--- config.mk ---
export PLATFORM = sky130hd
export DESIGN_NAME = cpu_load_decay_estimator
export DESIGN_NICKNAME = d
export VERILOG_FILES = /design/src/rtl/core/cle_pkg.sv /design/src/rtl/core/cpu_load_decay_estimator.sv
export SDC_FILE = /design/constraint.sdc
export NUM_CORES = 2
export LEC_CHECK = 0
export BUFFER_PORTS_ARGS = -buffer_cell sky130_fd_sc_hd__buf_2
export CORE_MARGIN = 5
export CORE_UTILIZATION = 60
export CTS_CLUSTER_SIZE = 40
export DETAILED_ROUTE_END_ITERATION = 10
export PLACE_DENSITY = 0.77
export SYNTH_ARGS = -nofsm -noshare
export SYNTH_HDL_FRONTEND = slang
export SYNTH_SLANG_ARGS = --single-unit
--- constraint.sdc ---
create_clock -name i_clk -period 12.73 [get_ports i_clk]
set_input_delay 1.9095 -clock i_clk [delete_from_list [all_inputs] [get_ports i_clk]]
set_output_delay 1.9095 -clock i_clk [all_outputs]
set_load 0.02 [all_outputs]
--- src/rtl/core/cle_pkg.sv ---
// Shared constants and types for the CPU load decay estimator.
package cle_pkg;

    localparam int FRACTION_BITS_DEF = 24;
    localparam int GAIN_SCALE_BITS   = 40;

    localparam int THR_W   = 16;
    localparam int GAIN_W  = 25;
    localparam int TIME_W  = 32;
    localparam int PCT_W   = 7;
    localparam int CFG_A_W = 1;

    localparam logic [THR_W-1:0]  THR_RESET  = 16'd64;
    localparam logic [GAIN_W-1:0] GAIN_RESET = 25'd2749;
    localparam int                PCT_SCALE  = 100;

    localparam logic [CFG_A_W-1:0] CFG_IDLE_THRESHOLD = 1'd0;
    localparam logic [CFG_A_W-1:0] CFG_RATE_GAIN      = 1'd1;

    typedef enum logic [2:0] {
        S_IDLE,
        S_MUL_WEIGHT,
        S_MUL_STEP,
        S_UPDATE,
        S_MUL_PCT,
        S_OUT
    } t_state;

endpackage

--- src/rtl/core/cpu_load_decay_estimator.sv ---
// CPU load estimator: moving average of busy time from idle-loop timestamps.
//
//  channel   | dir | handshake                   | payload
//  s_axis    | in  | i_s_axis_tvalid/o_..._tready | tuser: op; tdata: now_cycles
//  m_axis    | out | o_m_axis_tvalid/i_..._tready | tdata: usage_percent
//  cfg       | in  | i_cfg_we                     | i_cfg_addr, i_cfg_wdata
//
// The result passes through S_MUL_WEIGHT, S_MUL_STEP, S_UPDATE, S_MUL_PCT and S_OUT after the
// input transfer: one shared multiplier is used three times in sequence (gap * gain, usage * weight, usage * 100).
// Synchronous active-low reset clears state, registers to defaults, output valid.
// The input is taken only while the sequencer is idle, so a new transfer waits until the last one is through; a
// result waiting in the output register does not block the next transfer, only
// the next result.
module cpu_load_decay_estimator #(
    parameter int FRACTION_BITS = cle_pkg::FRACTION_BITS_DEF
) (
    input  logic                         i_clk,
    input  logic                         i_rst_n,
    input  logic                         i_s_axis_tvalid,
    output logic                         o_s_axis_tready,
    input  logic [cle_pkg::TIME_W-1:0]   i_s_axis_tdata,  // [31:0] now_cycles
    input  logic                         i_s_axis_tuser,  // [0] op
    output logic                         o_m_axis_tvalid,
    input  logic                         i_m_axis_tready,
    output logic [7:0]                   o_m_axis_tdata,  // [6:0] usage_percent
    input  logic                         i_cfg_we,
    input  logic [cle_pkg::CFG_A_W-1:0]  i_cfg_addr,
    input  logic [cle_pkg::GAIN_W-1:0]   i_cfg_wdata
);

    localparam int UW = FRACTION_BITS + 1;
    localparam int MA = cle_pkg::TIME_W;
    localparam int MB = (UW > cle_pkg::GAIN_W) ? UW : cle_pkg::GAIN_W;
    localparam int PW = MA + MB;
    localparam int SH = cle_pkg::GAIN_SCALE_BITS - FRACTION_BITS;
    localparam logic [UW-1:0] ONE = UW'(1) << FRACTION_BITS;

    cle_pkg::t_state r_state, n_state;

    logic [cle_pkg::THR_W-1:0]  r_thr;
    logic [cle_pkg::GAIN_W-1:0] r_gain;
    logic [cle_pkg::TIME_W-1:0] r_last;
    logic [UW-1:0]              r_usage;
    logic [cle_pkg::TIME_W-1:0] r_gap;
    logic                       r_step, r_decay, r_tick;
    logic [PW-1:0]              r_prod;
    logic [UW-1:0]              r_res;
    logic                       r_out_valid;
    logic [cle_pkg::PCT_W-1:0]  r_out_pct;

    logic                       s_xfer;
    logic [cle_pkg::TIME_W-1:0] gap_c;
    logic [MA-1:0]              mul_a;
    logic [MB-1:0]              mul_b;
    logic [PW-1:0]              mul_p;
    logic [PW-1:0]              w_full;
    logic [UW-1:0]              w_sat;
    logic [UW-1:0]              u_sel;
    logic [UW-1:0]              delta;
    logic [UW:0]                u_sum;
    logic [UW-1:0]              u_new;
    logic                       prod_en, out_load;

    assign s_xfer = i_s_axis_tvalid && o_s_axis_tready;
    assign gap_c  = i_s_axis_tdata - r_last;

    assign w_full = r_prod >> SH;
    assign w_sat  = (w_full > PW'(ONE)) ? ONE : w_full[UW-1:0];
    assign u_sel  = r_decay ? r_usage : (ONE - r_usage);

    assign delta = UW'(r_prod >> FRACTION_BITS);
    assign u_sum = r_decay ? ({1'b0, r_usage} - {1'b0, delta})
                           : ({1'b0, r_usage} + {1'b0, delta});
    always_comb begin
        if (!r_step) begin
            u_new = r_usage;
        end else if (u_sum > {1'b0, ONE}) begin
            u_new = ONE;
        end else begin
            u_new = u_sum[UW-1:0];
        end
    end

    assign mul_p = PW'(mul_a) * PW'(mul_b);

    // next state
    always_comb begin
        n_state = r_state;
        unique case (r_state)
            cle_pkg::S_IDLE:       if (s_xfer) n_state = cle_pkg::S_MUL_WEIGHT;
            cle_pkg::S_MUL_WEIGHT: n_state = cle_pkg::S_MUL_STEP;
            cle_pkg::S_MUL_STEP:   n_state = cle_pkg::S_UPDATE;
            cle_pkg::S_UPDATE:     n_state = cle_pkg::S_MUL_PCT;
            cle_pkg::S_MUL_PCT:    n_state = cle_pkg::S_OUT;
            cle_pkg::S_OUT:        if (!r_out_valid || i_m_axis_tready) n_state = cle_pkg::S_IDLE;
            default:               n_state = cle_pkg::S_IDLE;
        endcase
    end

    // outputs: multiplier operands and load enables
    always_comb begin
        mul_a    = '0;
        mul_b    = '0;
        prod_en  = 1'b0;
        out_load = 1'b0;
        o_s_axis_tready = 1'b0;
        unique case (r_state)
            cle_pkg::S_IDLE: begin
                o_s_axis_tready = 1'b1;
            end
            cle_pkg::S_MUL_WEIGHT: begin
                mul_a   = r_gap;
                mul_b   = MB'(r_gain);
                prod_en = 1'b1;
            end
            cle_pkg::S_MUL_STEP: begin
                mul_a   = MA'(u_sel);
                mul_b   = MB'(w_sat);
                prod_en = 1'b1;
            end
            cle_pkg::S_UPDATE: begin
            end
            cle_pkg::S_MUL_PCT: begin
                mul_a   = MA'(r_res);
                mul_b   = MB'(cle_pkg::PCT_SCALE);
                prod_en = 1'b1;
            end
            cle_pkg::S_OUT: begin
                out_load = !r_out_valid || i_m_axis_tready;
            end
            default: begin
            end
        endcase
    end

    always_ff @(posedge i_clk) begin
        if (!i_rst_n) begin
            r_state     <= cle_pkg::S_IDLE;
            r_thr       <= cle_pkg::THR_RESET;
            r_gain      <= cle_pkg::GAIN_RESET;
            r_last      <= '0;
            r_usage     <= '0;
            r_out_valid <= 1'b0;
        end else begin
            r_state <= n_state;
            if (i_cfg_we) begin
                unique case (i_cfg_addr)
                    cle_pkg::CFG_IDLE_THRESHOLD: r_thr  <= i_cfg_wdata[cle_pkg::THR_W-1:0];
                    cle_pkg::CFG_RATE_GAIN:      r_gain <= i_cfg_wdata;
                    default: begin
                    end
                endcase
            end
            if (s_xfer && !i_s_axis_tuser) begin
                r_last <= i_s_axis_tdata;
            end
            if (r_state == cle_pkg::S_UPDATE && r_tick) begin
                r_usage <= u_new;
            end
            if (out_load) begin
                r_out_valid <= 1'b1;
            end else if (i_m_axis_tready) begin
                r_out_valid <= 1'b0;
            end
        end
    end

    always_ff @(posedge i_clk) begin
        if (s_xfer) begin
            r_gap   <= gap_c;
            r_tick  <= !i_s_axis_tuser;
            r_step  <= !i_s_axis_tuser || (gap_c > MA'(r_thr));
            r_decay <= !i_s_axis_tuser && (gap_c < MA'(r_thr));
        end
        if (prod_en) begin
            r_prod <= mul_p;
        end
        if (r_state == cle_pkg::S_UPDATE) begin
            r_res <= u_new;
        end
        if (out_load) begin
            r_out_pct <= cle_pkg::PCT_W'(r_prod >> FRACTION_BITS);
        end
    end

    assign o_m_axis_tvalid = r_out_valid;
    assign o_m_axis_tdata  = {1'b0, r_out_pct};

endmodule

# ---- Word-level counts from Yosys, hierarchy flattened
# Cells that the tools add are included.
dict set report word_totals {
  out_inout_bits 10
  regBits 226
  word_cells 59
  in_bits 64
}
dict set report classes {
  eq_ne 7
  muxes 15
  n_addsub 4
  n_mul 1
  reduce_logical 14
  order_cmp 4
  n_bitwise 1
}
# op count
set ops {}
lappend ops {{$mux W25} 4}
lappend ops {{$pmux W32 S3} 1}
lappend ops {{$pmux W25 S3} 1}
lappend ops {{$mul A32 B25 Y57} 1}
lappend ops {{$gt A41 B25 Y1 const B} 1}
lappend ops {{$gt A32 B16 Y1} 1}
lappend ops {{$lt A32 B16 Y1} 1}
lappend ops {{$sub A32 B32 Y32} 1}
lappend ops {{$add A25 B25 Y26} 1}
lappend ops {{$gt A26 B25 Y1 const B} 1}
lappend ops {{$mux W26} 1}
lappend ops {{$sub A25 B25 Y26} 1}
lappend ops {{$sub A25 B25 Y25 const A} 1}
lappend ops {{$pmux W3 S6} 1}
lappend ops {{$eq A3 B2 Y1 const B} 2}
lappend ops {{$eq A3 B3 Y1 const B} 2}
lappend ops {{$mux W3} 2}
lappend ops {{$reduce_and A2 Y1} 3}
lappend ops {{$mux W1} 5}
lappend ops {{$logic_and A1 B1 Y1} 4}
lappend ops {{$ne A2 B2 Y1 const B} 2}
lappend ops {{$eq A3 B1 Y1 const B} 1}
lappend ops {{$logic_not A3 Y1} 1}
lappend ops {{$reduce_or A3 Y1} 1}
lappend ops {{4 further kinds} 6}

# ---- Depth between registers and ports, before layout
dict set report depth {
  depth_word 5
  mapped_depth 38
  mapped_depth_nobuf 36
}

# ---- Least setup slack after synthesis
# No wires, ideal clock.
dict set report synth_path {
  path_kind {register to register}
  start {reg r_prod[26]}
  end {reg r_prod[53], data pin}
  t_required_ns 12.468
  path_stages_with_launch 36
  t_arrival_ns 8.880
  setup_time_ns 0.262
  n_path_buf 5
  slack_ns 3.588
  synth_period_minus_slack_ns 9.142
  cell_sequence {edfxtp_1 buf_2 or4_1 buf_2 nor3_1 nand4_1 a21boi_1 clkbuf_1 a22o_1 clkbuf_1 nand2_1 fa_1 inv_1 fa_1 inv_1 fa_1 fa_1 inv_1 fa_1 fa_1 inv_1 fa_1 inv_1 ha_1 clkbuf_1 a21o_1 a21o_1 a21oi_1 o21ai_0 a221o_1 a221o_1 a21oi_1 o21a_1 o41ai_2 a211oi_1 xnor2_1}
}
dict set report synth_between {
  elab_chain_len 4
}
# item line_no
set synth_lines {}
lappend synth_lines {{start, declared} cpu_load_decay_estimator.sv:46} ;# logic [PW-1:0] r_prod;
lappend synth_lines {{start signal, assigned} cpu_load_decay_estimator.sv:176} ;# r_prod <= mul_p;
lappend synth_lines {{$gt A41 B25 Y1} cpu_load_decay_estimator.sv:68} ;# assign w_sat = (w_full > PW'(ONE)) ? ONE : w_full[UW-1:0];
lappend synth_lines {{$mux W25 (*)} cpu_load_decay_estimator.sv:68}
lappend synth_lines {{$pmux W25 S3 (*)} cpu_load_decay_estimator.sv:107} ;# unique case (r_state)
lappend synth_lines {{$mul A32 B25 Y57 (*)} cpu_load_decay_estimator.sv:84} ;# assign mul_p = PW'(mul_a) * PW'(mul_b);
lappend synth_lines {{via mul_p[53]} cpu_load_decay_estimator.sv:55} ;# logic [PW-1:0] mul_p;
# The timed path passes the listed nets; every way through them passes the cells marked *.
# A chain may end at the register's enable or synchronous reset.

# ---- Worst setup path after layout
dict set report layout_path {
  start {reg r_prod[27]}
  end {reg r_prod[53], data pin}
}
# Same word-level chain as after synthesis.

==> results <==
- The via count of the first global-routing pass is 32260.
- The flip-flop cell with the highest count after synthesis is sky130_fd_sc_hd__edfxtp_1.
- In the synthesized netlist, the number of instances is 4539.
- The number of nets in the synthesized netlist is 5554.
- Detailed routing inserted a total of 31550 vias.
- In this run the tool buffered the top-level ports with 72 buffer cells.
- The initial antenna violation count is 0.
- The internal reg-to-reg setup slack is 2.24 ns.
- Of all flip-flops after synthesis, the portion carrying an async set or reset was 0%.
- The minimum period implied by the final worst setup slack is 10.49 ns.
- The largest voltage drop on the vdd net is 0.1059 mV.
- The insertion delay to the later sink of the worst-skew pair is 0.53 ns.
- The filler cells instantiated in the layout total 5355.
- The root buffer cell chosen for the clock tree is sky130_fd_sc_hd__clkbuf_16.
- The count of cells along the worst register-to-register path is 29.
- Summing every instance area after synthesis gives 0.03835 sq mm.
- Ranked by total cell area, the synthesized netlist is headed by sky130_fd_sc_hd__fa_1, sky130_fd_sc_hd__inv_1, sky130_fd_sc_hd__ha_1.
- For this design the total switching power over the nets is 1.233 mW.
- The half-perimeter wire length after placement is 92610 microns.
- The proportion of power drawn by combinational gates is 44.0%.
- The post-CTS clock slew at the launch and capture registers of the worst setup and hold paths is 0.06 ns.
- The maximum net fanout on the critical path is 29.
- Relative to the synthesized area, the layout overhead comes to 5.286%.
- Routability-driven placement finished with a final weighted congestion of 1.071.
- The number of rows created at floorplan is 92.
- The max-slew violation total from the final report is 0.
- The clock share of power is 25.6%.
- The number of enable flip-flop cells after synthesis is 108.
- The path class of the tightest hold or removal check is reg2reg.
- The standard cell with the maximum stage delay on the critical path is sky130_fd_sc_hd__a22o_1.
- Summed over all cells, the static leakage comes to 19.13 nW.
- Setup repair after global routing left no endpoint under its margin.
- Between clock sinks in the finished design, the worst skew comes to 0.02182 ns.
- In this run, CTS created clock tree buffers numbering 23.
- Together, buffers and inverters on the worst path number 4.
- The total negative setup slack is 0 ns.
- The family with the most delay on the worst path is compound AO/OA/AOI/OAI gates.
- Each instance of the synthesized netlist takes up on average 8.449 sq um.
- For this design the ratio of total power to cell area is 71.02 mW/mm^2.
- The first global-routing pass estimated 184600 microns of wire.
- Of the total power, registers draw 30.4%.
- The width of the die is 262.8 microns.
- Dividing the detail-routed wire length by the instance count gives 22.14 microns.
- The count of warnings emitted by yosys is 0.
- The number of routed nets with antenna violations is 0.
- The net total in the final layout is 5489.
- The first routing iteration left 2846 violations.
- Dividing the final minimum period by the clock period gives 82.42%.
- The run finished with clean final reports.
- Measured against its own limit, the worst slew margin works out to 14.14%.
- The total overflow left after global routing is 0.
- The share of cells above drive strength 1 is 5.299%.
- The TritonCTS sink count is 210.
- The number of failing hold endpoints at the final stage is 0.
- The worst endpoint data arrival time is 10.75 ns.
- The total of max-cap violations is 0.
- In the routed layout, each cell is associated on average with a via count of 5.908.
- The most numerous cell type found on the critical path is sky130_fd_sc_hd__fa_1.
- The I/O pin count is 74.
- For this run, design rule violations remaining after detail routing come to 0.
- The level count of the clock H-tree is 1.
- The CTS tree is built.
- The number of distinct library cells after synthesis is 82.
- Entering global routing, the biggest net connects 80 pins.
- The proportion of synthesized chip area in sequential cells is 13.78%.
- For this block, the routed nets add up to 118200 microns of wire.
- Once the clock tree was built, the resizer swapped 0 gates to a different size.
- The die is 262.8 microns tall.
- For this design, the CTS-stage hold fixing added 0 buffers.
- The worst path required time is 12.99 ns.
- Summing all flip-flop and latch instances after layout gives 0.005286 sq mm.
- The number of synthesized register bits is 210.
- Counting along the longest clock path gives a buffer depth of 3.
- For hold timing, the worst endpoint is r_thr[8].
- For this configuration, the core starts out at a cell density of 60.68%.
- The worst hold path depth is 2.
- The core box area is 0.06320 sq mm.
- The internal power summed over all cells is 1.634 mW.
- The startpoint of the worst-slack reg-to-reg timing path is r_prod[27].
- The element type at the critical path end is a register.
- The total global-route track usage is 34.09%.
- In this run the biggest area consumer among cell types represents 35.92% of the synthesized area.
- The worst hold path begins at r_thr[8].
- The highest attainable clock frequency is 95.31 MHz.
- The switching share of power is 43.00%.
- Post-CTS timing repair inserted 0 buffers for setup.
- The filler-free cell count of the finished design is 5339.
- The area of combinational cells with multiple inputs is 0.02883 sq mm.
- The capture instance of the worst register-to-register path is r_prod[53].
- The critical path in this run is classified as reg2reg.
- Setup violations remaining at the end of the flow were counted as 0.
- The first detailed-routing pass took 7 iterations.
- The startpoint type of the worst setup path is a register.
- For the pin with the worst max-slew slack, the measured transition is 1.279 ns.
- The maximum single-stage delay on the critical path is 1.05 ns.
- The biggest area contributor in the post-synthesis netlist is sky130_fd_sc_hd__fa_1.
- The die covers 0.06907 sq mm.
- The number of cells after detailed placement is 5295.
## sequential cells by signal (all words and copies together) (netlist names), 3 cells and up
register	cells
r_prod	41
r_usage	25
r_res	25
r_gap	32
r_thr	16
r_out_pct	7
r_last	32
r_state	3
r_gain	25
## layout by cell type, fill, tap and decap left out, types with 10 or more instances in the layout
master and n:
sky130_fd_sc_hd__and3_1 17, sky130_fd_sc_hd__a21o_1 86, sky130_fd_sc_hd__nand3_1 27, sky130_fd_sc_hd__nor2_1 404
sky130_fd_sc_hd__and2_1 32, sky130_fd_sc_hd__xor2_1 37, sky130_fd_sc_hd__o22ai_2 10, sky130_fd_sc_hd__nand2_1 800
sky130_fd_sc_hd__a21boi_0 69, sky130_fd_sc_hd__clkbuf_16 29, sky130_fd_sc_hd__fa_1 688, sky130_fd_sc_hd__nor3_1 36
sky130_fd_sc_hd__a31oi_1 17, sky130_fd_sc_hd__o21ai_1 19, sky130_fd_sc_hd__nor2b_1 25, sky130_fd_sc_hd__o22ai_1 18
sky130_fd_sc_hd__nand2b_1 24, sky130_fd_sc_hd__a211oi_1 12, sky130_fd_sc_hd__buf_2 72, sky130_fd_sc_hd__o21ai_0 82
sky130_fd_sc_hd__edfxtp_1 108, sky130_fd_sc_hd__ha_1 263, sky130_fd_sc_hd__inv_1 912, sky130_fd_sc_hd__a22oi_1 35
sky130_fd_sc_hd__o21ai_2 11, sky130_fd_sc_hd__o21bai_1 19, sky130_fd_sc_hd__a22o_1 20, sky130_fd_sc_hd__a21oi_1 132
sky130_fd_sc_hd__xnor2_1 97, sky130_fd_sc_hd__dfxtp_1 101, sky130_fd_sc_hd__nor4_1 10, sky130_fd_sc_hd__nand4_1 29
sky130_fd_sc_hd__buf_4 74, sky130_fd_sc_hd__o21a_1 31
## Yosys cell counts (24+ instances only)
library cell               instances
sky130_fd_sc_hd__nand4_1          29
sky130_fd_sc_hd__a21boi_0         69
sky130_fd_sc_hd__a21o_1           86
sky130_fd_sc_hd__nand3_1          27
sky130_fd_sc_hd__nand2b_1         24
sky130_fd_sc_hd__o21a_1           31
sky130_fd_sc_hd__a22oi_1          41
sky130_fd_sc_hd__clkbuf_1        217
sky130_fd_sc_hd__a21oi_1         132
sky130_fd_sc_hd__nor2_1          404
sky130_fd_sc_hd__and2_1           32
sky130_fd_sc_hd__nand2_1         800
sky130_fd_sc_hd__o21ai_0          94
sky130_fd_sc_hd__xor2_1           37
sky130_fd_sc_hd__nor3_1           37
sky130_fd_sc_hd__ha_1            263
sky130_fd_sc_hd__xnor2_1          97
sky130_fd_sc_hd__inv_1           912
sky130_fd_sc_hd__dfxtp_1         102
sky130_fd_sc_hd__nor2b_1          25
sky130_fd_sc_hd__edfxtp_1        108
sky130_fd_sc_hd__fa_1            688
## how the worst max path moves through the flow
stage                    start    endpoint  slack (ns)  depth (start not counted)
detailed placement  r_prod[27]  r_prod[53]        2.47                         29
global placement    r_prod[26]  r_prod[53]        2.62                         30
finish              r_prod[27]  r_prod[53]        2.24                         29
floorplan           r_prod[26]  r_prod[53]        3.59                         35
global route        r_prod[27]  r_prod[44]        1.84                         29
CTS                 r_prod[27]  r_prod[53]        2.40                         29
## power groups by stage
stage               clock network (mW)  logic [mW]  registers [mW]
finish                           0.735        1.26           0.871
CTS                              0.738        1.23           0.866
global placement                     0        1.21           0.877
detailed placement                   0        1.22           0.880
floorplan                            0       0.816           0.845
global route                     0.769        1.36           0.873
## layout make-up
class	instances	share of cell area (%)
timing repair buffer	147	2.318
inverter	912	8.479
clock inverter	6	0.1766
clock buffer	36	1.887
antenna	2	0.01240
multi-input combinational	3180	71.41
tap	846	2.622
sequential	210	13.09
## worst min-delay path: cells and delay by family (launching register included)
family	cells	cell delay [ns]
AOI/OAI and AO/OA	1	0.06
DFF	1	0.31
and+or+nand+nor	1	0.04
## routing by layer
metal | vias up | wire [microns] | GRT usage, %
met5 | - | 0 | 0
met1 | 15500 | 44270 | 44.84
met4 | 0 | 8414 | 17.91
li1 | 13900 | - | -
met2 | 1741 | 52270 | 53.55
met3 | 404 | 13270 | 7.312
## through the flow
| step | power, mW | instance area, sq um | setup slack, ns | util [%] | hold WS [ns] |
|---|---|---|---|---|---|
| floorplan | 1.661 | 38350 | 3.588 | - | 0.4206 |
| global placement | 2.083 | 39540 | 2.621 | 62.56 | 0.4510 |
| detailed placement | 2.099 | 39540 | 2.467 | 62.56 | 0.4584 |
| CTS | 2.836 | 40370 | 2.405 | 63.88 | 0.4666 |
| global route | 3.005 | 40370 | 1.836 | 63.88 | 0.4846 |
| finish | 2.867 | 40380 | 2.238 | 63.89 | 0.4635 |
## cell families after synthesis
group | after synthesis | synth area share [%]
DFF | 210 | 13.78
buffers and inverters | 1149 | 11.30
and+or+nand+nor | 1446 | 15.78
xor gates and xnor gates | 134 | 3.060
muxes | 4 | 0.1109
AOI/OAI and AO/OA | 644 | 11.46
other | 1 | 0.009779
adders and majority gates | 951 | 44.50
Note: power is estimated with default switching activity, not from simulation.
